[config.mk]
export PLATFORM = sky130hd
export DESIGN_NAME = sstt_cell
export DESIGN_NICKNAME = d
export VERILOG_FILES = /design/src/sstt_pkg.sv /design/src/sstt_cell.sv
export SDC_FILE = /design/constraint.sdc
export NUM_CORES = 1
export LEC_CHECK = 0
export BUFFER_PORTS_ARGS = -buffer_cell sky130_fd_sc_hd__buf_2
export CORE_ASPECT_RATIO = 1.5
export CORE_MARGIN = 8
export CORE_UTILIZATION = 49
export CTS_CLUSTER_DIAMETER = 150
export DETAILED_ROUTE_END_ITERATION = 8
export PLACE_DENSITY = 0.91
export SYNTH_ARGS = -nofsm -noshare
export SYNTH_HDL_FRONTEND = slang
export SYNTH_SLANG_ARGS = --single-unit
export TNS_END_PERCENT = 1
[constraint.sdc]
create_clock -name clk -period 9.6 [get_ports clk]
set_input_delay 1.44 -clock clk [delete_from_list [all_inputs] [get_ports clk]]
set_output_delay 1.44 -clock clk [all_outputs]
set_load 0.05 [all_outputs]
[src/sstt_pkg.sv]
`default_nettype none
package sstt_pkg;

  // default pool size
  localparam int NUM_TIMERS_DEF = 32;

  // operation codes
  localparam logic [2:0] OP_ALLOC = 3'd0;
  localparam logic [2:0] OP_FREE  = 3'd1;
  localparam logic [2:0] OP_INIT  = 3'd2;
  localparam logic [2:0] OP_SET   = 3'd3;
  localparam logic [2:0] OP_TICK  = 3'd4;

  // result status codes
  localparam logic [1:0] ST_DONE    = 2'd0;
  localparam logic [1:0] ST_NO_FREE = 2'd1;
  localparam logic [1:0] ST_FULL    = 2'd2;
  localparam logic [1:0] ST_EXPIRY  = 2'd3;

  // timer marks
  localparam logic [1:0] MARK_FREE    = 2'd0;
  localparam logic [1:0] MARK_ALLOC   = 2'd1;
  localparam logic [1:0] MARK_RUNNING = 2'd2;

  localparam logic [31:0] NONE_DUE = 32'hffffffff;

  // broadcast control for the list cells
  typedef struct packed {
    logic start;  // put the scan token at the head
    logic step;   // move the token one cell on
    logic ins;    // insert at the token, shift the tail right
    logic shl;    // pop the head, shift everything left
    logic upd;    // refresh the deadline of entries of one timer
  } cell_ctrl_t;

endpackage
`default_nettype wire

[src/sstt_cell.sv]
`default_nettype none
module sstt_cell #(
  parameter int IW = 5
) (
  input  wire logic                clk,
  input  wire logic                rst,
  input  wire sstt_pkg::cell_ctrl_t ctrl,
  input  wire logic [IW-1:0]       bc_id,
  input  wire logic [31:0]         bc_due,
  input  wire logic                first,
  input  wire logic                tok_in,
  input  wire logic                l_valid,
  input  wire logic [IW-1:0]       l_id,
  input  wire logic [31:0]         l_dl,
  input  wire logic                r_valid,
  input  wire logic [IW-1:0]       r_id,
  input  wire logic [31:0]         r_dl,
  output logic                     valid,
  output logic      [IW-1:0]       id,
  output logic      [31:0]         dl,
  output logic                     tok,
  output logic                     stop
);
  import sstt_pkg::*;

  logic visited;

  // the token stops where the new entry belongs
  assign stop = tok && (!valid || dl >= bc_due);

  // scan token and visited mark
  always_ff @(posedge clk) begin
    if (rst) begin
      tok     <= 1'b0;
      visited <= 1'b0;
    end else if (ctrl.start) begin
      tok     <= first;
      visited <= 1'b0;
    end else if (ctrl.step) begin
      tok     <= tok_in;
      visited <= visited | tok;
    end
  end

  // entry contents
  always_ff @(posedge clk) begin
    if (rst) begin
      valid <= 1'b0;
    end else if (ctrl.ins) begin
      if (tok) begin
        valid <= 1'b1;
        id    <= bc_id;
        dl    <= bc_due;
      end else if (!visited) begin
        valid <= l_valid;
        id    <= l_id;
        dl    <= l_dl;
      end
    end else if (ctrl.shl) begin
      valid <= r_valid;
      id    <= r_id;
      dl    <= r_dl;
    end else if (ctrl.upd && valid && id == bc_id) begin
      dl <= bc_due;
    end
  end

endmodule
`default_nettype wire
== Word-level counts from Yosys, hierarchy flattened ==
Index checks and enable logic that the tools add are counted.
W data, S select, Z words.
Operators by class
  bitwise gates (word level): 2
  $lt $le $gt $ge: 1
  equality and inequality tests: 2
  multiplexer cells: 15
  reduce and logical (&&, ||, !) cells: 12
Operators with widths (number)
  $mux W32: 5
  $ge A32 B32 Y1: 1
  $mux W5: 4
  $mux W1: 6
  $reduce_and A3 Y1: 2
  $eq A5 B5 Y1: 1
  $reduce_bool A2 Y1: 2
  $logic_and A1 B1 Y1: 3
  $ne A3 B3 Y1 const B: 1
  $reduce_bool A3 Y1: 1
  $reduce_and A2 Y1: 1
  $reduce_or A2 Y1: 1
  $logic_not A1 Y1: 1
  $logic_or A1 B1 Y1: 1
  $not A1 Y1: 1
  $or A1 B1 Y1: 1
Word-level totals
  word-level logic and storage cells: 37
  input port bits: 122
  bits in registers: 40
  output and inout port bits: 40

== Logic depth before layout (Yosys ltp) ==
  word-level depth: 5
  depth in mapped cells: 7
  mapped depth without buffers: 7

== Least setup slack after synthesis ==
No wires, ideal clock.
  path type: input-to-reg
  start point: input port bc_id[3]
  end point: register dl[0], enable pin
  setup time: 0.474 ns
  data arrival time: 4.525 ns
  data required time: 9.126 ns
  path slack: 4.601 ns
  path buffers: 0
  stages on the path: 4
  cells stage by stage: xor2_1 > nor4_1 > nand4_1 > a221oi_1
Between the ends
  longest elaborated chain between the ends: 4
RTL lines
  start, declared: line sstt_cell.sv:8  | input wire logic [IW-1:0] bc_id,
  $eq A5 B5 Y1: line sstt_cell.sv:63  | end else if (ctrl.upd && valid && id == bc_id) begin
  $logic_and A1 B1 Y1: line sstt_cell.sv:63
  $reduce_bool A3 Y1 (no source line)
  $reduce_and A3 Y1 (no source line)
  end signal, assigned: line sstt_cell.sv:57  | dl <= l_dl;
  end signal, assigned: line sstt_cell.sv:62  | dl <= r_dl;
  end signal, assigned: line sstt_cell.sv:64  | dl <= bc_due;
  end, declared: line sstt_cell.sv:20  | output logic [31:0] dl,
No other way between the ends.
A chain may end at the register's enable or synchronous reset.

== Final worst setup path ==
  start point: input port bc_due[25]
  end point: output port stop
Between the ends
  longest elaborated chain between the ends: 3
RTL lines
  start, declared: line sstt_cell.sv:9  | input wire logic [31:0] bc_due,
  $ge A32 B32 Y1: line sstt_cell.sv:29  | assign stop = tok && (!valid || dl >= bc_due);
  $logic_or A1 B1 Y1: line sstt_cell.sv:29
  $logic_and A1 B1 Y1: line sstt_cell.sv:29
  end, declared: line sstt_cell.sv:22  | output logic stop
No other way between the ends.

==> flow_summary.yaml <==
clocking:
  cts_tree: "yes"
  ctsHtreeMaxLevel: 2
  cts_sinks: 40
  cts_root_buf: "clkbuf_8"
  cts_hold_buf: 0
  post_cts_buffers: 0
  cts_resized: 0
  clk_pin_slew_worst_paths_ps: 80
  cts_made_buffers: 5
  clock_latency_ps: 290
  clock_path_buffers: 2
setup_path:
  arrival_ps: 3250
  rrSetupSlack_ps: 7010
  cp_slowest_stage_delay_ps: 500
  reg2reg_to: "dl[13]"
  cp-end-kind: "primary output"
  startpoint: "bc_due[25]"
  slowest_stage: "or4_4"
  critical_path.max_fanout: 3
  timing.rr.start: "tok"
  path_class: "input pin to primary output"
  reg2reg_depth: 3
  path_cells: "buf_2 -> inv_1 -> ha_1 -> nand4_1 -> or4_4 -> nor3_1 -> o31ai_1 -> o21ai_1 -> buf_2"
  crit_end: "stop"
  crit_path_start_kind: "input pin"
  cp.depth: 9
  crit_family: "simple AND/OR/NAND/NOR gates"
  path_buf_inv: 3
  cp.required_ps: 8160
  worst_path_most_repeated_cell: "buf_2"
power_and_ir_drop:
  ir_worst_vdd_mv: 0.0978
  p_leak_uw: 0.00192
  pwr_density_cell_nw_per_um2: 138
route:
  antenna_left: 0
  drc: 0
  drt-wirelength-per-cell_um: 17.5
  drt_iter0_markers: 200
  viasPerCell: 5.57
  vias: 3082
  routed_wl_um: 9690
  drtPass1Iterations: 4
cells_and_area:
  layout.cells.non_filler: 553
  fin_nets: 632
  area_growth_pct: 33.1
  diodes: 0
  fin_util: 0.660
  final_layout_size_suffix_gt1_frac: 0.363
logic_synthesis:
  syn_area_um2: 3000
  synthArstFlopShare: 0
  ys_ff_latch: 40
  synth_edf_count: 37
  dominantRegCellSynth: "edfxtp_1"
  yosys_warnings: 0
  synth_nets: 479
  yosys.area.top_type: "edfxtp_1"
  avgSynthCellArea_um2: 9.22
  synth_top_area_frac: 0.371
  synthDistinctLibCells: 34
  syn-instance-count: 325
  seq_area_frac_synth: 0.391
  synth_area_leaders: "edfxtp_1, ha_1, mux2i_1, nor2_1, a21oi_1"
timing:
  finalCritPeriodShare: 0.488
  tightestPinTransition_ps: 1010
  hold_viol: 0
  fmax_mhz: 213
  fin_crit_ps: 4690
  setup_viol: 0
  tns_ps: 0
  maxSlewHeadroom: 0.324
  skew_ps: 6.49
  final_max_slew_viol_count: 0
  rsz0062_at_grt: "false"
grt:
  antenna_found_initial: 0
  grt_start_max_net_pins: 57
  grt_use_total: 0.210
  grt.overflow.total: 0
  grt_pass1_vias: 3365
  grt_pass1_wl_um: 15200
place:
  place.gp.congestion: 0.881
  post-place-cells: 545
  hpwl_um: 7880
  io_buffer_count: 161
floorplanning:
  die_h_um: 112
  die_area_um2: 8930
  std_cell_rows: 35
  die_w_um: 79.9
  core_area_um2: 6040
  pin_count: 162
  initial_utilization: 0.496
worst_hold_path:
  holdCritPathClass: "register to register"
run_status:
  status: "finished clean"
run:
  cap_viol_max_count: 0
[cell type report]
| class | count | area, µm² |
|---|---|---|
| clock buffers | 6 | 72.6 |
| clock inverters | 2 | 60.1 |
| fillers | 504 | 2050 |
| inverters | 34 | 128 |
| multi-input cells | 235 | 1650 |
| flip-flops and latches | 40 | 1170 |
| well taps | 74 | 92.6 |
| repair buffers | 162 | 813 |
[worst min-delay path by stage]
stage	depth (start not counted)	slack [ps]	start	to
floorplan	2	510	visited	visited
finish	2	570	valid	valid
global route	2	610	valid	valid
detailed placement	2	560	valid	valid
CTS	2	570	valid	valid
global placement	2	540	valid	valid
[tightest hold or removal path: stages (launching register included)]
cell and delay, ps:
dfxtp_1 340, mux2i_1 130, nor2_1 50
[layout by cell type, fill, tap and decap left out, types with 2 or more instances in the layout]
| master | count |
|---|---|
| inv_1 | 34 |
| o21ai_1 | 2 |
| dfxtp_1 | 2 |
| buf_2 | 161 |
| nand2b_1 | 3 |
| nand2_1 | 8 |
| nor4_1 | 2 |
| a211oi_1 | 23 |
| ha_1 | 32 |
| mux2i_1 | 27 |
| a21oi_1 | 39 |
| o22ai_1 | 12 |
| xor2_1 | 4 |
| bufinv_16 | 2 |
| clkbuf_8 | 5 |
| nor3_1 | 3 |
| edfxtp_1 | 37 |
| nor2_1 | 54 |
| nand3_1 | 4 |
| nand4_1 | 6 |
| nor2b_1 | 2 |
[power breakdown]
part	internal, µW	switching (µW)
logic	60.3	107
registers	207	11.1
clock network	104	61.4
total	372	180
[registers in the layout, summed over array words and instances (netlist names)]
signal	flops
visited	1
tok	1
dl	32
id	5
valid	1
[kinds of logic after synthesis]
group | after synthesis | share of synthesized area
AO/OA/AOI/OAI | 85 | 0.177
XOR/XNOR | 5 | 0.0146
adder cells (fa/ha/maj) | 32 | 0.134
buffers and inverters | 50 | 0.0647
flip-flops | 40 | 0.391
multiplexers | 27 | 0.0902
AND/OR/NAND/NOR | 86 | 0.130
[synth_stat cells (2+ instances only)]
| library cell | number |
|---|---|
| inv_1 | 34 |
| nor2_1 | 54 |
| edfxtp_1 | 37 |
| xor2_1 | 4 |
| a221oi_1 | 2 |
| nand3_1 | 4 |
| nor3_1 | 3 |
| a211oi_1 | 23 |
| buf_2 | 5 |
| a21oi_1 | 39 |
| clkbuf_1 | 10 |
| ha_1 | 32 |
| o21ai_1 | 2 |
| nor2b_1 | 2 |
| nand2b_1 | 3 |
| nand2_1 | 8 |
| o22ai_1 | 12 |
| nand4_1 | 6 |
| mux2i_1 | 27 |
| nor4_1 | 2 |
| dfxtp_1 | 3 |
[layer usage]
metal | wire length, µm | track usage | up-vias | part of all wire
met4 | 208 | 0.0780 | 0 | 0.021
li1 | - | - | 1506 | -
met1 | 3560 | 0.219 | 1428 | 0.37
met2 | 5140 | 0.384 | 132 | 0.53
met5 | 0 | 0 | - | 0
met3 | 784 | 0.0516 | 16 | 0.081
[metrics by stage]
| stage | cell area, µm² | power (µW) | worst slack (ps) | hold slack [ps] |
|---|---|---|---|---|
| finish | 3990 | 552 | 4910 | 570 |
| global route | 3990 | 577 | 4780 | 609 |
| CTS | 3990 | 555 | 4890 | 571 |
| detailed placement | 3860 | 391 | 4890 | 557 |
| global placement | 3860 | 384 | 4890 | 537 |
| floorplan | 3000 | 330 | 4600 | 506 |
No activity file was read; power rests on OpenSTA's default activity.
