### src/sstt_ram.sv
`default_nettype none
module sstt_ram #(
  parameter int WIDTH = 16,
  parameter int DEPTH = 32
) (
  input  wire logic                     clk,
  input  wire logic                     we,
  input  wire logic [$clog2(DEPTH)-1:0] waddr,
  input  wire logic [WIDTH-1:0]         wdata,
  input  wire logic [$clog2(DEPTH)-1:0] raddr,
  output logic      [WIDTH-1:0]         rdata
);

  logic [WIDTH-1:0] mem [DEPTH];

  // one write port, registered read
  always_ff @(posedge clk) begin
    if (we) begin
      mem[waddr] <= wdata;
    end
    rdata <= mem[raddr];
  end

endmodule
`default_nettype wire

### config.mk
export PLATFORM = sky130hd
export DESIGN_NAME = sstt_ram
export DESIGN_NICKNAME = d
export VERILOG_FILES = /design/src/sstt_ram.sv
export SDC_FILE = /design/constraint.sdc
export NUM_CORES = 1
export LEC_CHECK = 0
export ABC_CLOCK_PERIOD_IN_PS = 1750
export BUFFER_PORTS_ARGS = -buffer_cell sky130_fd_sc_hd__buf_2
export CAP_MARGIN = 30
export CORE_ASPECT_RATIO = 0.75
export CORE_MARGIN = 1
export CORE_UTILIZATION = 55
export DETAILED_ROUTE_END_ITERATION = 10
export GPL_TIMING_DRIVEN = 0
export PLACE_DENSITY = 0.8
export SLEW_MARGIN = 20
export SYNTH_ARGS = -nofsm -noshare
export SYNTH_HDL_FRONTEND = slang
export SYNTH_SLANG_ARGS = --single-unit
### constraint.sdc
create_clock -name clk -period 1.75 [get_ports clk]
set_input_delay 0.175 -clock clk [delete_from_list [all_inputs] [get_ports clk]]
set_output_delay 0.175 -clock clk [all_outputs]
set_load 0.05 [all_outputs]
# After elaboration in Yosys (flattened, before gate mapping)
# Memory sizes are Yosys's and may differ from the RTL's. A register that Yosys moved wholly into a read port is not among the register bits.
# Index checks and enable logic that the tools add are counted.
# word_totals
regBits	0
ram_bits	512
inputBits	28
out_inout_bits	16
word_cells	3
n_memories	1
# classes
n_mux	2
# memory_table
memory	words	width	read_ports	rd_clocked_by_memory_dff	wr	line	source
mem	32	16	1	1	1	14	logic [WIDTH-1:0] mem [DEPTH];
# ops
op	n
1-bit 2-to-1 mux	2

# Depth between registers and ports, before layout
# Gate-level depths: netlist (run 1).
# logic_depth
depth_word	2
depth_mapped	8

# Least setup slack after synthesis (run 1)
# Ideal clock, no wire load.
# synth_timing
path_type	input port to flip-flop
start	in waddr[1]
end	mem mem[12][0], enable pin
setup_ns	0.388
arrival_time_ns	1.527
slack_ns	-0.165
path_stages	3
n_path_buf	1
path_cell_list	or3b_2 > clkbuf_1 > nor2_1
# synth_rtl
element	line	source
start: declaration	8	input wire logic [$clog2(DEPTH)-1:0] waddr,
end: declaration	14	
# Straight into the memory's write port.

# Worst setup path after layout (run 1)
# layout_timing
start	in waddr[1]
end	mem mem[4][11], enable pin
# Straight into the memory's write port.

==> results.json, run 1 <==
{
  "status": "finished, violations left",
  "violations": "negative setup slack",
  "fin_ws_ns": -0.0440,
  "hold_viol": 0,
  "wl_um": 48400,
  "synth-edff-count": 512,
  "hold_path.class": "in2reg",
  "synth_fa_ha_area_share_pct": 0,
  "vdd_ir_drop_max_v": 0.000856,
  "cp-endpoint": "mem[4][11]$_DFFE_PP_",
  "grt_first_pass_wirelength_um": 70200,
  "yosys.cell_count.top_type": "edfxtp_1",
  "first_global_vias": 11012,
  "reg2reg_slack_ns": 0.08,
  "antenna_left": 0,
  "fin_crit_ns": 1.79,
  "cap_violations": 0,
  "synth_ff_type": "edfxtp_1",
  "dieHeight_um": 169,
  "portBuffers": 40,
  "yosysTopAreaCell": "edfxtp_1",
  "dr.pass1.iters": 6,
  "powerDensity_nw_per_um2": 1110,
  "path_cells": "buf_2, or3b_2, clkbuf_1, nor2_2",
  "grt_use_total_pct": 25.8,
  "final_util_pct": 63.8,
  "clk_latency_ns": 0.59,
  "switching_power_mw": 5.73,
  "critical_path_arrival_ns": 1.98,
  "synthCells": 1143,
  "routabilityCongestion": 0.834,
  "cp_slowest_cell": "nor2_2",
  "synth_top_family_by_area": "multiplexers",
  "synth-simple-area-share_pct": 3.49,
  "wl_per_cell_um": 27.1,
  "synth_warnings": 0,
  "dieWidth_um": 225,
  "ff2ff_path_depth": 5,
  "initial_core_util_pct": 56.5,
  "fillCellCount": 2480,
  "htree_num_levels": 2,
  "synth.distinct_cells": 26,
  "die_area_um2": 38100,
  "crit_buf_inv": 2,
  "num_vias": 11111,
  "dp_cells": 1702,
  "cp-start-kind": "input port",
  "antenna_found_initial": 0,
  "ys_seq_elements": 528,
  "syn_avg_cell_area_um2": 18.0,
  "worstSetupPathType": "in2reg",
  "cts_hold_buf": 0,
  "fmax_ghz": 0.557,
  "std_cell_rows": 60,
  "critPathLaunch": "waddr[1]",
  "synth_area_um2": 20500,
  "combPwrFrac_pct": 6.6,
  "async_flop_share_pct": 0,
  "cts_buffers": 47,
  "worstSetupPathDepth": 4,
  "p_leak_nw": 8.13,
  "critPathMaxFanout": 16,
  "place_ws_ns": -0.598,
  "stdcell_count": 1788,
  "cts_setup_buffers": 0,
  "cts_tree": "done",
  "end_kind": "flop",
  "clockPowerShare_pct": 38.5,
  "cp.required_ns": 1.94,
  "swShare_pct": 22.3,
  "top_level_ports": 44,
  "fin_nets": 1285,
  "grt_max_degree": 33,
  "synth_xor_area_share_pct": 0,
  "areaGrowthSynthToFinish_pct": 13.0,
  "critPathMaxStageDelay_ns": 0.86,
  "drive_gt1_share_pct": 17.0,
  "clockBufferDepth": 3,
  "first_iter_violations": 1620,
  "synth-seq-area-share_pct": 76.4,
  "r2r_start": "mem[1][11]$_DFFE_PP_",
  "tightest_slew_ns": 0.976,
  "clock-sinks": 528,
  "grt-ovfl-total": 0,
  "drv_slew": 0,
  "ctsResizeCount": 0,
  "synthTopCellsByArea": "edfxtp_1, mux2i_1, a22oi_1, dfxtp_1, a22o_1",
  "ys_top_cells_by_count": "edfxtp_1, mux2i_1, a22oi_1, nand3_1",
  "syn_nets": 1171,
  "path_delay_family": "simple AND/OR/NAND/NOR gates",
  "path_clk_slew_ns": 0.07,
  "root_buffer": "clkbuf_16",
  "synthMuxAreaShare_pct": 12.5,
  "finalCritPeriodShare_pct": 103,
  "max_slew_margin_pct": 34.8,
  "core_um2": 36300,
  "setup_violations": 16,
  "p_int_mw": 19.9,
  "synth.top_cell.area_share_pct": 74.9,
  "rsz0062_at_grt": "yes",
  "via_per_inst": 6.21,
  "dp_hpwl_um": 31000,
  "p_seq_share_pct": 54.9,
  "r2r_end": "rdata[11]$_DFF_P_",
  "fin_worst_skew_ns": 0.0328,
  "drc": 0,
  "synth_compound_area_share_pct": 4.97
}
==> cells by family after synthesis <==
family,Yosys count
flip-flops,528
multiplexers,256
AND/OR/NAND/NOR,148
AO/OA/AOI/OAI,144
buffers and inverters,67
==> how the worst min path moves through the flow <==
| stage | startpoint | depth (start not counted) | end | slack (ns) |
|---|---|---|---|---|
| 2_1_floorplan | wdata[0] | 0 | mem[0][0]$_DFFE_PP_ | 0.27 |
| 3_3_place_gp | mem[10][12]$_DFFE_PP_ | 4 | rdata[12]$_DFF_P_ | 0.61 |
| 3_5_place_dp | mem[10][13]$_DFFE_PP_ | 4 | rdata[13]$_DFF_P_ | 0.62 |
| 4_1_cts | raddr[3] | 3 | rdata[0]$_DFF_P_ | 0.02 |
| 5_1_grt | raddr[3] | 3 | rdata[0]$_DFF_P_ | 0.04 |
| 6_report | raddr[3] | 3 | rdata[0]$_DFF_P_ | 0.06 |
==> power groups by stage <==
stage                     Combinational [mW]  Clock, mW  Sequential [mW]
after detailed placement                1.64          0             14.4
after global placement                  1.58          0             14.4
after global routing                    1.76       10.4             14.1
final                                   1.68       9.88             14.1
after CTS                               1.65       9.93             14.1
after floorplan                        0.791          0             14.5
==> layout make-up <==
type | count | area (um^2) | share of cell area (%)
Antenna cell | 1 | 2.50 | 0.0108
Buffer | 67 | 541 | 2.33
Clock buffer | 63 | 1270 | 5.46
Clock inverter | 20 | 161 | 0.696
Multi-Input combinational cell | 548 | 4390 | 18.9
Sequential cell | 528 | 15700 | 67.7
Tap cell | 496 | 621 | 2.68
Timing Repair Buffer | 65 | 523 | 2.25
==> registers in the layout, indices dropped and copies added (netlist names) <==
register,flops
mem,512
rdata,16
==> worst reg2reg max path: stages, from the launching register on <==
cell and delay, ns:
edfxtp_1 0.33, mux2i_1 0.09, a22o_1 0.28, nor3_1 0.57
a31oi_1 0.21, nand3_1 0.16
==> layout by cell type (no fill, tap or decap), drive strengths merged, types with 3 or more instances in the layout <==
cell,n
a22oi,64
nand3,34
clkbuf,75
nor3,16
nand4,16
edfxtp,512
nand2,33
clkinv,14
inv,4
nor2,34
buf,120
nand3b,5
or3b,3
dfxtp,16
a31oi,16
a22o,32
a21oi,32
mux2i,256
==> per-stage QoR <==
stage | total power, mW | TNS [ns] | cell area (um^2) | hold WS [ns]
after floorplan | 15.3 | -21.99 | 20500 | 0.274
after global placement | 15.9 | -360.78 | 21400 | 0.612
after detailed placement | 16.0 | -126.17 | 21700 | 0.620
after CTS | 25.7 | 0 | 23200 | 0.0249
after global routing | 26.3 | -3.42 | 23200 | 0.0426
final | 25.7 | -0.594 | 23200 | 0.0575
==> metal layers <==
layer  share of wire [%]  global-route usage (%)  up-vias
li1                    -                       -     4779
met1                  41                    37.5     5569
met2                  43                    37.1      666
met3                  13                    8.24       97
met4                 2.9                    8.04        0
met5                   0                       0        -
No activity file was read; power rests on OpenSTA's default activity.
==> run 2: changes to the inputs <==
RECOVER_POWER = 100   (was not set)
SKIP_CTS_REPAIR_TIMING = 1   (was not set)
==> run 2 against run 1 <==
  * The run ends with max-capacitance violations, max-slew violations, negative setup slack left
  * Final area fell by 0.39%
  * Register-to-register slack improved by 0.02 ns
  * Sequential share of layout area rose by 0.27 points
  * First-iteration DRC count barely moved
  * Clock skew fell by 0.0026 ns
  * Highest routed layer is now met5
==> results.json, run 2 (same netlist as run 1, synthesis figures left out) <==
{
  "antenna_left": 0,
  "fin_nets": 1285,
  "dp_hpwl_um": 31000,
  "routed.top_layer": "met5",
  "rsz0062_at_grt": "yes",
  "layout_commonest_cell": "edfxtp_1",
  "end_kind": "flop",
  "cap_violations": 13,
  "tightest_slew_ns": 1.94,
  "critical_path_arrival_ns": 1.97,
  "cp.required_ns": 1.94,
  "wl_um": 48500,
  "top_level_ports": 44,
  "finalCritPeriodShare_pct": 101,
  "top_register": "mem",
  "drv_slew": 397,
  "final_util_pct": 63.6,
  "setup_violations": 16,
  "fin_ws_ns": -0.0252,
  "first_iter_violations": 1619,
  "routabilityCongestion": 0.834,
  "core_um2": 36300,
  "fmax_ghz": 0.563,
  "via_per_inst": 6.29,
  "clock-sinks": 528,
  "wl_met3_um": 6160,
  "cp_slowest_cell": "nor2_2",
  "drive_gt1_share_pct": 14.8,
  "violations": "max-capacitance violations, max-slew violations, negative setup slack",
  "path_clk_slew_ns": 0.07,
  "hold_viol": 0,
  "grt_max_degree": 33,
  "antenna_found_initial": 0,
  "worstSetupPathType": "in2reg",
  "dieHeight_um": 169,
  "areaGrowthSynthToFinish_pct": 12.5,
  "clk_latency_ns": 0.59,
  "wl_per_cell_um": 27.1,
  "hold_path.class": "in2reg",
  "status": "finished, violations left",
  "path_cells": "buf_2, or3b_2, clkbuf_1, nor2_2",
  "first_global_vias": 11012,
  "grt-ovfl-total": 0,
  "clockBufferDepth": 3,
  "dieWidth_um": 225,
  "whs_ns": 0.0494,
  "critPathMaxStageDelay_ns": 0.84,
  "mostFrequentLayoutCells": "edfxtp_1, mux2i_1, a22oi_1",
  "dr_wl_met2_um": 21000,
  "wl_met1_um": 20000,
  "cts_buffers": 47,
  "root_buffer": "clkbuf_16",
  "vdd_ir_drop_max_v": 0.000857,
  "largestRegisters": "mem (512), rdata (16)",
  "htree_num_levels": 2,
  "largest_reg_flops": 512,
  "cts_tree": "done",
  "initial_core_util_pct": 56.5,
  "drc": 0,
  "grt_use_total_pct": 25.8,
  "powerDensity_nw_per_um2": 1110,
  "fin_crit_ns": 1.78,
  "num_vias": 11253,
  "fin_worst_skew_ns": 0.0302,
  "cp-start-kind": "input port",
  "critPathMaxFanout": 16,
  "std_cell_rows": 60,
  "p_leak_nw": 8.07,
  "die_area_um2": 38100,
  "max_slew_margin_pct": -29.2,
  "dr.pass1.iters": 6,
  "grt_first_pass_wirelength_um": 70200,
  "portBuffers": 40
}
## run 2: changes by cell type in the layout (fill, tap and decap cells not counted)
cell / change
buf_2: -17
clkbuf_1: +17
nor2_1: +11
nor2_2: -11
clkbuf_2: +5
buf_8: -3
buf_6: -2
## run 2: per-stage QoR
stage	setup TNS [ns]	worst slack, ns	area, um^2	total power [mW]	cells
6_report	-0.277	-0.0252	23100	25.6	1788
5_1_grt	-3.42	-0.0986	23100	26.3	1787
4_1_cts	0	0.000768	23200	25.7	1785
3_5_place_dp	-126.17	-0.598	21700	16.0	1702
3_3_place_gp	-360.78	-0.960	21400	15.9	1679
2_1_floorplan	-21.99	-0.165	20500	15.3	1143
## run 2: final cells by class
| cell class | count | area [um^2] |
|---|---|---|
| sequential | 528 | 15700 |
| fill | 2506 | 13200 |
| multi-input combinational | 548 | 4360 |
| clock buffer | 63 | 1270 |
| tap | 496 | 621 |
| buffer | 67 | 541 |
| timing repair buffer | 65 | 459 |
| clock inverter | 20 | 161 |
| antenna | 1 | 2.50 |
## run 2: worst paths after layout
kind,start,end,slack (ns),cells past startpoint
setup / recovery,waddr[1],mem[4][11]$_DFFE_PP_,-0.03,4
hold / removal,raddr[3],rdata[0]$_DFF_P_,0.05,3
setup reg to reg,mem[1][11]$_DFFE_PP_,rdata[11]$_DFF_P_,0.10,5
hold reg to reg,mem[11][10]$_DFFE_PP_,rdata[10]$_DFF_P_,0.64,4
## run 2: critical path, delay by kind of cell
kind	cells	cell delay, ns
AND/OR/NAND/NOR	2	1.30
buffers and inverters	2	0.48
## run 2: power by group
group	switching (mW)	internal, mW
clock	4.49	5.38
combinational	1.18	0.492
sequential	0.0476	14.1
total	5.71	19.9
## run 2: routing by layer
layer,GRT usage (%),vias up
li1,-,4784
met1,37.5,5692
met2,37.1,678
met3,8.24,97
met4,8.04,2
met5,0,-
